File: config.mk
export PLATFORM = sky130hd
export DESIGN_NAME = cpu_execute_unit_8bit
export DESIGN_NICKNAME = d
export VERILOG_FILES = /design/src/sv/ceu_pkg.sv /design/src/sv/cpu_execute_unit_8bit.sv /design/src/sv/ceu_front.sv /design/src/sv/ceu_back.sv
export SDC_FILE = /design/constraint.sdc
export NUM_CORES = 2
export LEC_CHECK = 0
export BUFFER_PORTS_ARGS = -buffer_cell sky130_fd_sc_hd__buf_2
export CORE_AREA = 4 4 346 518
export DETAILED_ROUTE_END_ITERATION = 6
export DIE_AREA = 0 0 350 522
export GPL_ROUTABILITY_DRIVEN = 0
export HOLD_SLACK_MARGIN = 0.1
export PLACE_DENSITY = 0.71
export SLEW_MARGIN = 5
export SYNTH_ARGS = -nofsm -noshare
export SYNTH_HDL_FRONTEND = slang
export SYNTH_SLANG_ARGS = --single-unit
File: constraint.sdc
create_clock -name i_clk -period 28.3 [get_ports i_clk]
set_input_delay 7.075 -clock i_clk [delete_from_list [all_inputs] [get_ports i_clk]]
set_output_delay 7.075 -clock i_clk [all_outputs]
set_load 0.005 [all_outputs]
File: src/sv/ceu_pkg.sv
// ----------------------------------------------------------------------------
// ceu_pkg
// types, op codes and constants of the 8-bit execute unit
// ----------------------------------------------------------------------------
package ceu_pkg;

    localparam int STACK_DEPTH = 256;
    localparam int STACK_AW    = $clog2(STACK_DEPTH);

    localparam logic [7:0] FL_N   = 8'h80;
    localparam logic [7:0] FL_V   = 8'h40;
    localparam logic [7:0] FL_ONE = 8'h20;
    localparam logic [7:0] FL_B   = 8'h10;
    localparam logic [7:0] FL_D   = 8'h08;
    localparam logic [7:0] FL_I   = 8'h04;
    localparam logic [7:0] FL_Z   = 8'h02;
    localparam logic [7:0] FL_C   = 8'h01;

    localparam logic [7:0]  FLAGS_RESET = 8'h24;
    localparam logic [7:0]  SP_RESET    = 8'hFD;

    typedef enum logic [5:0] {
        OP_LDA = 6'd0,  OP_LDX = 6'd1,  OP_LDY = 6'd2,  OP_STA = 6'd3,
        OP_STX = 6'd4,  OP_STY = 6'd5,  OP_CLC = 6'd6,  OP_CLD = 6'd7,
        OP_CLI = 6'd8,  OP_CLV = 6'd9,  OP_SEC = 6'd10, OP_SED = 6'd11,
        OP_SEI = 6'd12, OP_DEC = 6'd13, OP_DEX = 6'd14, OP_DEY = 6'd15,
        OP_INC = 6'd16, OP_INX = 6'd17, OP_INY = 6'd18, OP_AND = 6'd19,
        OP_EOR = 6'd20, OP_ORA = 6'd21, OP_TAX = 6'd22, OP_TAY = 6'd23,
        OP_TSX = 6'd24, OP_TXA = 6'd25, OP_TXS = 6'd26, OP_TYA = 6'd27,
        OP_PHA = 6'd28, OP_PHP = 6'd29, OP_PLA = 6'd30, OP_PLP = 6'd31,
        OP_ADC = 6'd32, OP_ASLM = 6'd33, OP_ASLA = 6'd34, OP_LSRM = 6'd35,
        OP_LSRA = 6'd36, OP_ROLM = 6'd37, OP_ROLA = 6'd38, OP_RORM = 6'd39,
        OP_RORA = 6'd40, OP_SBC = 6'd41, OP_JMP = 6'd42, OP_BCC = 6'd43,
        OP_BCS = 6'd44, OP_BEQ = 6'd45, OP_BMI = 6'd46, OP_BNE = 6'd47,
        OP_BPL = 6'd48, OP_BVC = 6'd49, OP_BVS = 6'd50, OP_CMP = 6'd51,
        OP_CPX = 6'd52, OP_CPY = 6'd53, OP_BIT = 6'd54, OP_JSR = 6'd55,
        OP_BRK = 6'd56, OP_RTS = 6'd57
    } t_op;

    // stack traffic class decided by the front end
    typedef enum logic [1:0] {
        STK_NONE = 2'd0,
        STK_PUSH = 2'd1,
        STK_PULL = 2'd2
    } t_stk;

    // queued word between front and back
    typedef struct packed {
        logic [5:0]  cmd;
        logic [7:0]  operand_value;
        logic [15:0] effective_address;
        logic [15:0] fall_through_pc;
        t_stk        stk;
        logic        two_bytes;
    } t_qword;

    // execution phase of the back end
    typedef enum logic [1:0] {
        PH_EXEC  = 2'd0,
        PH_PULL2 = 2'd1,
        PH_WRITE = 2'd2
    } t_phase;

    typedef struct packed {
        logic [7:0]  acc;
        logic [7:0]  x;
        logic [7:0]  y;
        logic [7:0]  flags;
        logic [7:0]  sp;
        logic [15:0] pc;
        logic        wen;
        logic [15:0] waddr;
        logic [7:0]  wdata;
    } t_result;

endpackage

File: src/sv/cpu_execute_unit_8bit.sv
// ----------------------------------------------------------------------------
// cpu_execute_unit_8bit
// executes one decoded 8-bit instruction per input word
// ----------------------------------------------------------------------------
// channel | direction | handshake
// in      | input     | i_valid / o_ready
// out     | output    | o_valid / i_ready
// most words and single pushes finish at the queue head in the back end's exec phase
// pulls and jsr also pass through the write phase, and rts through pull2 and then
// write, set by the registered read port and the single write port of the stack store
// reset is synchronous; the stack store is not cleared
// a stalled output holds the back end; the two-entry queue takes input until it is full
module cpu_execute_unit_8bit (
    input  logic        i_clk,
    input  logic        i_rst_n,
    input  logic        i_valid,
    output logic        o_ready,
    input  logic [5:0]  i_cmd,
    input  logic [7:0]  i_operand_value,
    input  logic [15:0] i_effective_address,
    input  logic [15:0] i_fall_through_pc,
    output logic        o_valid,
    input  logic        i_ready,
    output logic [7:0]  o_acc_out,
    output logic [7:0]  o_x_out,
    output logic [7:0]  o_y_out,
    output logic [7:0]  o_flags_out,
    output logic [7:0]  o_sp_out,
    output logic [15:0] o_pc_out,
    output logic        o_mem_write_en,
    output logic [15:0] o_mem_write_addr,
    output logic [7:0]  o_mem_write_data
);

    logic             q_valid;
    logic             q_pop;
    ceu_pkg::t_qword  q_word;
    ceu_pkg::t_result res;

    // front end and queue
    ceu_front u_front (
        .i_clk               (i_clk),
        .i_rst_n             (i_rst_n),
        .i_valid             (i_valid),
        .o_ready             (o_ready),
        .i_cmd               (i_cmd),
        .i_operand_value     (i_operand_value),
        .i_effective_address (i_effective_address),
        .i_fall_through_pc   (i_fall_through_pc),
        .o_q_valid           (q_valid),
        .i_q_pop             (q_pop),
        .o_q_word            (q_word)
    );

    // back end
    ceu_back u_back (
        .i_clk       (i_clk),
        .i_rst_n     (i_rst_n),
        .i_q_valid   (q_valid),
        .o_q_pop     (q_pop),
        .i_q_word    (q_word),
        .o_res_valid (o_valid),
        .i_res_ready (i_ready),
        .o_res       (res)
    );

    assign o_acc_out        = res.acc;
    assign o_x_out          = res.x;
    assign o_y_out          = res.y;
    assign o_flags_out      = res.flags;
    assign o_sp_out         = res.sp;
    assign o_pc_out         = res.pc;
    assign o_mem_write_en   = res.wen;
    assign o_mem_write_addr = res.waddr;
    assign o_mem_write_data = res.wdata;

endmodule

File: src/sv/ceu_front.sv
// ----------------------------------------------------------------------------
// ceu_front
// accepts decoded words, classifies stack traffic and holds a two-entry queue
// ----------------------------------------------------------------------------
module ceu_front (
    input  logic           i_clk,
    input  logic           i_rst_n,
    input  logic           i_valid,
    output logic           o_ready,
    input  logic [5:0]     i_cmd,
    input  logic [7:0]     i_operand_value,
    input  logic [15:0]    i_effective_address,
    input  logic [15:0]    i_fall_through_pc,
    output logic           o_q_valid,
    input  logic           i_q_pop,
    output ceu_pkg::t_qword o_q_word
);

    ceu_pkg::t_qword r_q [2];
    logic            r_rd_ptr;
    logic            r_wr_ptr;
    logic [1:0]      r_count;
    ceu_pkg::t_qword n_word;
    logic            push;
    logic            pop;

    // classify the word
    always_comb begin
        n_word.cmd               = i_cmd;
        n_word.operand_value     = i_operand_value;
        n_word.effective_address = i_effective_address;
        n_word.fall_through_pc   = i_fall_through_pc;
        n_word.stk               = ceu_pkg::STK_NONE;
        n_word.two_bytes         = 1'b0;
        unique case (i_cmd)
            ceu_pkg::OP_PHA, ceu_pkg::OP_PHP: n_word.stk = ceu_pkg::STK_PUSH;
            ceu_pkg::OP_JSR: begin
                n_word.stk       = ceu_pkg::STK_PUSH;
                n_word.two_bytes = 1'b1;
            end
            ceu_pkg::OP_PLA, ceu_pkg::OP_PLP: n_word.stk = ceu_pkg::STK_PULL;
            ceu_pkg::OP_RTS: begin
                n_word.stk       = ceu_pkg::STK_PULL;
                n_word.two_bytes = 1'b1;
            end
            default: ;
        endcase
    end

    assign o_ready   = (r_count != 2'd2);
    assign push      = i_valid && o_ready;
    assign o_q_valid = (r_count != 2'd0);
    assign pop       = i_q_pop && o_q_valid;
    assign o_q_word  = r_q[r_rd_ptr];

    // queue storage
    always_ff @(posedge i_clk) begin
        if (push) begin
            r_q[r_wr_ptr] <= n_word;
        end
    end

    // queue pointers
    always_ff @(posedge i_clk) begin
        if (!i_rst_n) begin
            r_rd_ptr <= 1'b0;
            r_wr_ptr <= 1'b0;
            r_count  <= 2'd0;
        end else begin
            if (push) r_wr_ptr <= ~r_wr_ptr;
            if (pop)  r_rd_ptr <= ~r_rd_ptr;
            r_count <= r_count + {1'b0, push} - {1'b0, pop};
        end
    end

endmodule

File: src/sv/ceu_back.sv
// ----------------------------------------------------------------------------
// ceu_back
// architectural registers, stack store and execution of queued words
// ----------------------------------------------------------------------------
module ceu_back (
    input  logic            i_clk,
    input  logic            i_rst_n,
    input  logic            i_q_valid,
    output logic            o_q_pop,
    input  ceu_pkg::t_qword i_q_word,
    output logic            o_res_valid,
    input  logic            i_res_ready,
    output ceu_pkg::t_result o_res
);

    logic [7:0]  r_acc, r_x, r_y, r_flags, r_sp;
    logic [7:0]  n_acc, n_x, n_y, n_flags, n_sp;
    logic [7:0]  r_stack [ceu_pkg::STACK_DEPTH];
    logic [7:0]  r_rdata;
    logic [7:0]  r_lo;
    ceu_pkg::t_phase r_phase, n_phase;
    logic        r_out_valid;
    ceu_pkg::t_result r_out, n_out;

    logic        out_free;
    logic        st_we;
    logic [7:0]  st_wdata;
    logic [7:0]  st_waddr;
    logic [7:0]  st_raddr;
    logic        st_re;
    logic        finish;
    logic        hold_pull;

    ceu_pkg::t_qword w;
    logic [7:0]  m;
    logic [15:0] ret;
    logic [8:0]  sum;
    logic [7:0]  addend, res8, sh_in;
    logic        taken;
    logic [7:0]  cmp_reg;
    logic [8:0]  diff;

    assign w        = i_q_word;
    assign m        = w.operand_value;
    assign out_free = !r_out_valid || i_res_ready;
    assign ret      = w.fall_through_pc - 16'd1;

    // phase sequencing: pulls read the store through a registered port before use
    always_comb begin
        n_phase   = r_phase;
        finish    = 1'b0;
        hold_pull = 1'b0;
        st_we     = 1'b0;
        st_wdata  = 8'd0;
        st_waddr  = r_sp;
        st_re     = 1'b0;
        st_raddr  = r_sp + 8'd1;
        unique case (r_phase)
            ceu_pkg::PH_EXEC: begin
                if (i_q_valid) begin
                    if (w.stk == ceu_pkg::STK_PULL) begin
                        st_re   = 1'b1;
                        n_phase = w.two_bytes ? ceu_pkg::PH_PULL2 : ceu_pkg::PH_WRITE;
                    end else if (w.stk == ceu_pkg::STK_PUSH && w.two_bytes) begin
                        st_we    = 1'b1;
                        st_wdata = ret[15:8];
                        n_phase  = ceu_pkg::PH_WRITE;
                    end else if (out_free) begin
                        finish = 1'b1;
                    end
                end
            end
            ceu_pkg::PH_PULL2: begin
                st_re    = 1'b1;
                st_raddr = r_sp + 8'd2;
                n_phase  = ceu_pkg::PH_WRITE;
            end
            ceu_pkg::PH_WRITE: begin
                hold_pull = 1'b1;
                if (out_free) begin
                    finish  = 1'b1;
                    n_phase = ceu_pkg::PH_EXEC;
                end
            end
            default: n_phase = ceu_pkg::PH_EXEC;
        endcase
        if (finish && w.stk == ceu_pkg::STK_PUSH) begin
            st_we    = 1'b1;
            st_waddr = w.two_bytes ? r_sp - 8'd1 : r_sp;
            unique case (w.cmd)
                ceu_pkg::OP_PHA: st_wdata = r_acc;
                ceu_pkg::OP_PHP: st_wdata = r_flags | ceu_pkg::FL_ONE | ceu_pkg::FL_B;
                default:         st_wdata = ret[7:0];
            endcase
        end
    end

    assign o_q_pop = finish;

    // execution of one word
    always_comb begin
        n_acc   = r_acc;
        n_x     = r_x;
        n_y     = r_y;
        n_flags = r_flags;
        n_sp    = r_sp;
        n_out   = '0;
        n_out.pc = w.fall_through_pc;
        addend  = (w.cmd == ceu_pkg::OP_SBC) ? ~m : m;
        sum     = {1'b0, r_acc} + {1'b0, addend} + {8'd0, r_flags[0]};
        res8    = 8'd0;
        sh_in   = (w.cmd[0]) ? m : r_acc;
        taken   = 1'b0;
        unique case (w.cmd)
            ceu_pkg::OP_CPX: cmp_reg = r_x;
            ceu_pkg::OP_CPY: cmp_reg = r_y;
            default:         cmp_reg = r_acc;
        endcase
        diff = {1'b0, cmp_reg} - {1'b0, m};
        unique case (w.cmd)
            ceu_pkg::OP_LDA: n_acc = m;
            ceu_pkg::OP_LDX: n_x = m;
            ceu_pkg::OP_LDY: n_y = m;
            ceu_pkg::OP_STA, ceu_pkg::OP_STX, ceu_pkg::OP_STY: begin
                n_out.wen   = 1'b1;
                n_out.waddr = w.effective_address;
                n_out.wdata = (w.cmd == ceu_pkg::OP_STA) ? r_acc :
                              (w.cmd == ceu_pkg::OP_STX) ? r_x : r_y;
            end
            ceu_pkg::OP_CLC: n_flags = r_flags & ~ceu_pkg::FL_C;
            ceu_pkg::OP_CLD: n_flags = r_flags & ~ceu_pkg::FL_D;
            ceu_pkg::OP_CLI: n_flags = r_flags & ~ceu_pkg::FL_I;
            ceu_pkg::OP_CLV: n_flags = r_flags & ~ceu_pkg::FL_V;
            ceu_pkg::OP_SEC: n_flags = r_flags | ceu_pkg::FL_C;
            ceu_pkg::OP_SED: n_flags = r_flags | ceu_pkg::FL_D;
            ceu_pkg::OP_SEI: n_flags = r_flags | ceu_pkg::FL_I;
            ceu_pkg::OP_BRK: n_flags = r_flags | ceu_pkg::FL_B;
            ceu_pkg::OP_DEC, ceu_pkg::OP_INC: begin
                res8        = (w.cmd == ceu_pkg::OP_INC) ? m + 8'd1 : m - 8'd1;
                n_out.wen   = 1'b1;
                n_out.waddr = w.effective_address;
                n_out.wdata = res8;
            end
            ceu_pkg::OP_DEX: n_x = r_x - 8'd1;
            ceu_pkg::OP_DEY: n_y = r_y - 8'd1;
            ceu_pkg::OP_INX: n_x = r_x + 8'd1;
            ceu_pkg::OP_INY: n_y = r_y + 8'd1;
            ceu_pkg::OP_AND: n_acc = r_acc & m;
            ceu_pkg::OP_EOR: n_acc = r_acc ^ m;
            ceu_pkg::OP_ORA: n_acc = r_acc | m;
            ceu_pkg::OP_TAX: n_x = r_acc;
            ceu_pkg::OP_TAY: n_y = r_acc;
            ceu_pkg::OP_TSX: n_x = r_sp;
            ceu_pkg::OP_TXA: n_acc = r_x;
            ceu_pkg::OP_TXS: n_sp = r_x;
            ceu_pkg::OP_TYA: n_acc = r_y;
            ceu_pkg::OP_PHA, ceu_pkg::OP_PHP: n_sp = r_sp - 8'd1;
            ceu_pkg::OP_PLA: begin
                n_sp  = r_sp + 8'd1;
                n_acc = r_rdata;
            end
            ceu_pkg::OP_PLP: begin
                n_sp    = r_sp + 8'd1;
                n_flags = (r_rdata & ~(ceu_pkg::FL_ONE | ceu_pkg::FL_B)) | ceu_pkg::FL_ONE
                          | (r_flags & ceu_pkg::FL_B);
            end
            ceu_pkg::OP_ADC, ceu_pkg::OP_SBC: begin
                n_acc      = sum[7:0];
                n_flags[0] = sum[8];
                n_flags[6] = ~(r_acc[7] ^ addend[7]) & (r_acc[7] ^ sum[7]);
            end
            ceu_pkg::OP_ASLM, ceu_pkg::OP_ASLA, ceu_pkg::OP_ROLM, ceu_pkg::OP_ROLA,
            ceu_pkg::OP_LSRM, ceu_pkg::OP_LSRA, ceu_pkg::OP_RORM, ceu_pkg::OP_RORA: begin
                unique case (w.cmd)
                    ceu_pkg::OP_ASLM, ceu_pkg::OP_ASLA: begin
                        res8 = {sh_in[6:0], 1'b0};
                        n_flags[0] = sh_in[7];
                    end
                    ceu_pkg::OP_ROLM, ceu_pkg::OP_ROLA: begin
                        res8 = {sh_in[6:0], r_flags[0]};
                        n_flags[0] = sh_in[7];
                    end
                    ceu_pkg::OP_LSRM, ceu_pkg::OP_LSRA: begin
                        res8 = {1'b0, sh_in[7:1]};
                        n_flags[0] = sh_in[0];
                    end
                    default: begin
                        res8 = {r_flags[0], sh_in[7:1]};
                        n_flags[0] = sh_in[0];
                    end
                endcase
                if (w.cmd[0]) begin
                    n_out.wen   = 1'b1;
                    n_out.waddr = w.effective_address;
                    n_out.wdata = res8;
                end else begin
                    n_acc = res8;
                end
            end
            ceu_pkg::OP_JMP: n_out.pc = w.effective_address;
            ceu_pkg::OP_BCC, ceu_pkg::OP_BCS, ceu_pkg::OP_BEQ, ceu_pkg::OP_BMI,
            ceu_pkg::OP_BNE, ceu_pkg::OP_BPL, ceu_pkg::OP_BVC, ceu_pkg::OP_BVS: begin
                unique case (w.cmd)
                    ceu_pkg::OP_BCC: taken = !r_flags[0];
                    ceu_pkg::OP_BCS: taken = r_flags[0];
                    ceu_pkg::OP_BEQ: taken = r_flags[1];
                    ceu_pkg::OP_BMI: taken = r_flags[7];
                    ceu_pkg::OP_BNE: taken = !r_flags[1];
                    ceu_pkg::OP_BPL: taken = !r_flags[7];
                    ceu_pkg::OP_BVC: taken = !r_flags[6];
                    default:         taken = r_flags[6];
                endcase
                if (taken) n_out.pc = w.fall_through_pc + {{8{m[7]}}, m};
            end
            ceu_pkg::OP_CMP, ceu_pkg::OP_CPX, ceu_pkg::OP_CPY: begin
                n_flags[0] = !diff[8];
            end
            ceu_pkg::OP_BIT: begin
                n_flags[1] = ((r_acc & m) == 8'd0);
                n_flags[7] = m[7];
                n_flags[6] = m[6];
            end
            ceu_pkg::OP_JSR: begin
                n_sp     = r_sp - 8'd2;
                n_out.pc = w.effective_address;
            end
            ceu_pkg::OP_RTS: begin
                n_sp     = r_sp + 8'd2;
                n_out.pc = {r_rdata, r_lo} + 16'd1;
            end
            default: ;
        endcase
        // common n and z update
        unique case (w.cmd)
            ceu_pkg::OP_LDA, ceu_pkg::OP_AND, ceu_pkg::OP_EOR, ceu_pkg::OP_ORA,
            ceu_pkg::OP_TXA, ceu_pkg::OP_TYA, ceu_pkg::OP_PLA, ceu_pkg::OP_ADC,
            ceu_pkg::OP_SBC: begin
                n_flags[7] = n_acc[7];
                n_flags[1] = (n_acc == 8'd0);
            end
            ceu_pkg::OP_LDX, ceu_pkg::OP_DEX, ceu_pkg::OP_INX, ceu_pkg::OP_TAX,
            ceu_pkg::OP_TSX: begin
                n_flags[7] = n_x[7];
                n_flags[1] = (n_x == 8'd0);
            end
            ceu_pkg::OP_LDY, ceu_pkg::OP_DEY, ceu_pkg::OP_INY, ceu_pkg::OP_TAY: begin
                n_flags[7] = n_y[7];
                n_flags[1] = (n_y == 8'd0);
            end
            ceu_pkg::OP_DEC, ceu_pkg::OP_INC, ceu_pkg::OP_ASLM, ceu_pkg::OP_ASLA,
            ceu_pkg::OP_ROLM, ceu_pkg::OP_ROLA, ceu_pkg::OP_LSRM, ceu_pkg::OP_LSRA,
            ceu_pkg::OP_RORM, ceu_pkg::OP_RORA: begin
                n_flags[7] = res8[7];
                n_flags[1] = (res8 == 8'd0);
            end
            ceu_pkg::OP_CMP, ceu_pkg::OP_CPX, ceu_pkg::OP_CPY: begin
                n_flags[7] = diff[7];
                n_flags[1] = (diff[7:0] == 8'd0);
            end
            default: ;
        endcase
        n_out.acc   = n_acc;
        n_out.x     = n_x;
        n_out.y     = n_y;
        n_out.flags = n_flags;
        n_out.sp    = n_sp;
    end

    // stack store, registered read
    always_ff @(posedge i_clk) begin
        if (st_we) r_stack[st_waddr[ceu_pkg::STACK_AW-1:0]] <= st_wdata;
        if (st_re) begin
            r_rdata <= r_stack[st_raddr[ceu_pkg::STACK_AW-1:0]];
            if (r_phase == ceu_pkg::PH_PULL2) r_lo <= r_rdata;
        end else if (!hold_pull) begin
            r_rdata <= r_rdata;
        end
    end

    // architectural registers and output stage
    always_ff @(posedge i_clk) begin
        if (!i_rst_n) begin
            r_acc       <= 8'd0;
            r_x         <= 8'd0;
            r_y         <= 8'd0;
            r_flags     <= ceu_pkg::FLAGS_RESET;
            r_sp        <= ceu_pkg::SP_RESET;
            r_phase     <= ceu_pkg::PH_EXEC;
            r_out_valid <= 1'b0;
        end else begin
            r_phase <= n_phase;
            if (finish) begin
                r_acc       <= n_acc;
                r_x         <= n_x;
                r_y         <= n_y;
                r_flags     <= n_flags;
                r_sp        <= n_sp;
                r_out_valid <= 1'b1;
            end else if (i_res_ready) begin
                r_out_valid <= 1'b0;
            end
        end
    end

    always_ff @(posedge i_clk) begin
        if (finish) r_out <= n_out;
    end

    assign o_res_valid = r_out_valid;
    assign o_res       = r_out;

endmodule

* Word-level counts from Yosys, hierarchy flattened
Memories as Yosys holds them, arrays and structs flattened. A register that Yosys moved wholly into a read port is not among the register bits.
Cells that the tools add are included.
** Word-level totals
- Flip-flop bits (word level) :: 136
- Bits in latches :: 0
- Memory bits (writable) :: 2146
- ROM bits :: 0
- Logic and storage cells :: 230
- Memories :: 2
** Operators by class
- $add $sub $neg :: 18
- Multiply operators :: 0
- Div/mod/pow operators :: 0
- Order comparisons :: 0
- Equality and inequality tests :: 71
- Shifts and indexed selects :: 0
- Multiplexer cells :: 65
- Bitwise operators :: 11
- Reductions and logical operators :: 43
** Memory list
- u_back.r_stack :: words 256, bits a word 8, rd ports 1, clocked after memory_dff 1, write ports 1, line ceu_back.sv:18 : logic [7:0] r_stack [ceu_pkg::STACK_DEPTH];
- u_front.r_q :: words 2, bits a word 49, rd ports 1, clocked after memory_dff 1, write ports 1, line ceu_front.sv:19 : ceu_pkg::t_qword r_q [2];
** Operator list (count)
- == test 6 bit (second input constant) :: 28
- == test 6 x 5 -> 1 bit (second input constant) :: 20
- 2-to-1 mux 8 bit :: 14
- one-hot mux 8 bit (5 select lines) :: 2
- one-hot mux 25 bit (3 select lines) :: 1
- one-hot mux 8 bit (9 select lines) :: 1
- == test 6 x 4 -> 1 bit (second input constant) :: 8
- logical NOT 8 bit :: 6
- one-hot mux 16 bit (3 select lines) :: 1
- one-hot mux 8 bit (2 select lines) :: 3
- adder 8 x 1 -> 8 bit (second input constant) :: 4
- one-hot mux 8 bit (4 select lines) :: 1
- subtractor 8 x 1 -> 8 bit (second input constant) :: 4
- 2-to-1 mux 25 bit :: 1
- == test 6 x 3 -> 1 bit (second input constant) :: 4
- one-hot mux 4 bit (6 select lines) :: 1
- one-hot mux 8 bit (3 select lines) :: 1
- 2-to-1 mux 1 bit :: 22
- OR reduction 2 bit :: 9
- adder 16 x 1 -> 16 bit (second input constant) :: 1
- adder 16 bit :: 1
- 2-to-1 mux 16 bit :: 1
- OR reduction 8 bit :: 2
- subtractor 16 x 1 -> 16 bit (second input constant) :: 1
- other kinds (43) :: 71

* Logic depth before layout (Yosys ltp)
- Word-level depth :: 11
- Gate-level depth with buffers :: 25
- Depth with buffers taken out :: 17

* Cells and area by module
A second synthesis with hierarchy kept.
** Unflattened totals
- Cell total of the unflattened synthesis :: 5520
- Area, all modules :: 95854.4 um2
** Modules (own cells, without submodules)
- ceu_back :: instances 1, cells each 5334, area each 91970.7 um2, seq. area each 65272.6 um2
- ceu_front :: instances 1, cells each 186, area each 3883.7 um2, seq. area each 3042.9 um2

* Worst setup path after synthesis
No wires, ideal clock.
- Path kind :: input -> register
- Start :: in i_ready
- End :: mem u_back.r_stack[0][0], data pin
- Data arrival time :: 14.601 ns
- Required time :: 26.714 ns
- Slack :: 12.113 ns
- Stages on the path :: 5
- Path buffers :: 0
- Cells stage by stage :: nor2b_1 > or2_1 > inv_2 > nand2_1 > o22ai_1
** Between the ends
- Cells in the longest elaborated chain, start to end :: 8
** Ends and longest elaborated chain
- start, declared :: line cpu_execute_unit_8bit.sv:23 : input logic i_ready,
- logical OR 1 bit * :: line ceu_back.sv:45 : assign out_free = !r_out_valid || i_res_ready;
- 2-to-1 mux 1 bit * :: line ceu_back.sv:68, ceu_back.sv:80
- 2-to-1 mux 1 bit :: line ceu_back.sv:64 : end else if (w.stk == ceu_pkg::STK_PUSH && w.two_bytes) begin
- 2-to-1 mux 1 bit :: line ceu_back.sv:61 : if (w.stk == ceu_pkg::STK_PULL) begin
- 2-to-1 mux 1 bit :: line ceu_back.sv:60 : if (i_q_valid) begin
- one-hot mux 1 bit (2 select lines) * :: line ceu_back.sv:58 : unique case (r_phase)
- logical AND 1 bit * :: line ceu_back.sv:87 : if (finish && w.stk == ceu_pkg::STK_PUSH) begin
- 2-to-1 mux 8 bit * :: line ceu_back.sv:87
- via u_back.st_wdata[0] :: line ceu_back.sv:27 : logic [7:0] st_wdata;
- end, declared :: line ceu_back.sv:18
Mark *: on every way through the listed nets, which the timed path passes. The rest lies on a longest branch.

* Final worst setup path
- Start :: in i_ready
- End :: mem u_back.r_stack[203][4], data pin
Same word-level chain as after synthesis.

==> out/results.ini <==
[status]
outcome = finished, violations left
violations = design-rule violations

[layout]
utilization_pct = 60.3
fillCellCount = 12196
area_growth_syn_to_layout_pct = 10.5
largest_reg_flops = 2048
nets = 5396
final_layout_size_suffix_gt1_share_pct = 22.6

[detailed_routing]
vias = 51450
wl_mm = 255
firstDrtPassIters = 7
drtIter0Drc = 6751
wl_per_cell_um = 33.0
ant_nets = 0
drc = 1
viasPerCell = 6.67

[worst_setup_path]
critPathRequiredTime_ps = 28830
slowest_stage = buf_4
slowest_delay_ps = 900
critPathArrivalTime_ps = 11370
critical_path_class = input port to flip-flop
critPathCaptureType = flip-flop
critical_path_buf_inv_count = 5
start_kind = input port
crit_path_cell_trace = buf_2 > nor2b_1 > or2_1 > inv_4 > nand2_1 > o22ai_4 > buf_4 > buf_4 > buf_4
cp_max_fo = 71
crit_family = buffers and inverters
cp_common_cell = buf_4

[clock_network]
root_buffer = clkbuf_16
numCtsBuffers = 195
clk_path_buf_depth = 3
cts_sinks = 2291
hold_buffers = 0
clock_latency_ps = 850
cts_resized = 0
cts.clk_slew.worst_paths_ps = 70
cts.htree.levels = 4
post_cts_buffers = 0
cts_tree = yes

[die]
die_h_um = 522
dieArea_um2 = 183000
start_util_pct = 54.6
die_w_um = 350
core_area_um2 = 175000
rows = 188
pin_count = 133

[timing]
report.final.slew_viol_count = 0
period_share_pct = 38.3
setup_viol = 0
tns_ps = 0
fin_skew_ps = 39.5
slew_headroom_pct = 18.8
fmax_mhz = 92.3
setup_slack_ps = 17460
hold_violations = 0
rsz0062_at_grt = no
min_period_ps = 10840
tightest_slew_ps = 1220

[synthesis]
synth.distinct_cells = 105
ys_seq_elements = 2291
synth_cells = 5122
synthFlopType = edfxtp_1
syn_nets = 5252
synth.cell_area_um2 = 95400
ys_warn_count = 0
ys_seq_area_share_pct = 71.6
synth-edff-count = 2243
syn_avg_cell_area_um2 = 18.6
async_flop_share_pct = 0

[pwr]
power_density_nw_per_um2 = 93.3
leakagePower_nw = 33.3
vdd_drop_max_v = 0.0000719

[worst_hold_path]
holdCritPathClass = flip-flop to flip-flop

[global_routing]
grt_max_degree = 179
antenna_found_initial = 6
grt_pass1_wl_mm = 365
grt.total_usage_pct = 27.9
overflow = 0
grt_pass1_vias = 51194

[placed_design]
dp_hpwl_mm = 159
pre_cts_ws_ps = 16610
numPortBuffers = 132

[run]
maxCapViolCount = 0

==> metrics by stage <==
step	cells	hold slack, ps	power, mW	instance area, um^2
floorplan	5122	409	6.22	95400
global placement	7349	420	7.07	98800
detailed placement	7349	434	7.10	98800
CTS	7709	449	9.84	105000
global route	7713	467	10.2	105000
finish	7713	452	9.83	105000
==> per-layer routing <==
metal  GRT usage, %  vias up  wire length [um]
met5              0        -                17
met2           47.3     3019            129000
met4           14.4        2             16000
li1               -    21207                 -
met1           34.9    26496             88300
met3           4.77      726             21100
==> synth_stat cells (8+ instances only) <==
library cell	n	area, um^2
and2_1	12	75.1
xnor2_1	51	447
buf_1	20	75.1
clkbuf_1	168	631
a211oi_1	14	105
nor3_1	37	185
a31oi_1	17	106
nor2b_1	24	150
dfxtp_1	48	961
a21oi_1	105	526
xor2_1	34	298
o22ai_1	59	369
o21a_1	10	75.1
or2_2	8	50.1
mux2_2	25	282
o211ai_1	28	210
o2111a_1	9	101
inv_1	67	251
nand3b_1	8	60.1
ha_1	73	913
a21o_1	19	143
a22oi_1	14	105
and3_1	21	131
mux4_2	576	13000
a221o_1	21	210
nand4_1	13	81.3
a32oi_1	23	201
nand3_1	65	325
buf_4	9	67.6
o21ai_1	9	45.0
nand2b_1	12	75.1
mux2i_1	249	2490
o21ai_0	73	365
edfxtp_1	2243	67400
o221ai_1	20	175
buf_2	84	420
nor2_1	430	1610
or3_1	20	125
nand2_1	208	781
a221oi_1	13	114
a222oi_1	10	100
==> kinds of logic (layout without fill, tap and decap cells) <==
| kind of cell | after synthesis | in the layout | synth area share [%] |
|---|---|---|---|
| AOI/OAI and AO/OA | 541 | 541 | 4.06 |
| adders and majority gates | 80 | 80 | 1.10 |
| xor gates and xnor gates | 86 | 86 | 0.804 |
| DFF | 2291 | 2291 | 71.6 |
| buffers and inverters | 359 | 666 | 1.60 |
| other | 0 | 4 | 0 |
| muxes | 850 | 850 | 16.5 |
| and+or+nand+nor | 915 | 915 | 4.34 |
==> worst register-to-register path, stage by stage (launching register included) <==
cell,delay (ps)
dfxtp_1,780
clkinv_1,530
ha_1,580
nand2_1,130
o21ai_4,380
buf_4,700
buf_4,740
buf_4,780
buf_4,750
mux4_2,690
mux4_2,530
o22ai_1,670
nor2_1,240
o2111a_1,230
==> final timing paths <==
check / from / end / slack, ps / cells past startpoint
worst max-delay path: i_ready / u_back.r_stack[203][4]$_DFFE_PP_ / 17460 / 9
worst min-delay path: u_back.r_flags[5]$_SDFFE_PN1P_ / u_back.r_flags[5]$_SDFFE_PN1P_ / 450 / 1
worst max register to register: u_back.r_sp[0]$_SDFFE_PN1P_ / u_back.r_rdata[2]$_DFFE_PP_ / 20310 / 13
worst min register to register: u_back.r_flags[5]$_SDFFE_PN1P_ / u_back.r_flags[5]$_SDFFE_PN1P_ / 450 / 1
==> where the power goes <==
part / internal [mW] / switching (mW) / total, mW
clock network: 1.52 / 1.24 / 2.76
registers: 4.05 / 0.103 / 4.16
logic: 1.14 / 1.77 / 2.91
==> layout make-up <==
cell class / count / area, um^2 / share of cell area, %
repair buffers: 234 / 1510 / 1.44
multi-input cells: 2472 / 25800 / 24.5
flip-flops and latches: 2291 / 68300 / 64.8
well taps: 2280 / 2850 / 2.71
diodes: 4 / 10.0 / 0.00950
clock inverters: 131 / 1530 / 1.45
inverters: 72 / 273 / 0.259
clock buffers: 229 / 5070 / 4.81
==> placed cells by master, fill, tap and decap left out, types with 36 or more instances in the layout <==
cell type / instances
a21oi_1: 104
buf_2: 132
buf_4: 95
clkbuf_16: 197
dfxtp_1: 47
edfxtp_1: 2243
ha_1: 73
inv_1: 67
mux2i_1: 249
mux4_2: 576
nand2_1: 192
nand3_1: 65
nor2_1: 429
nor3_1: 36
o21ai_0: 72
o22ai_1: 51
xnor2_1: 50
Power figures use the tool's default switching activity.
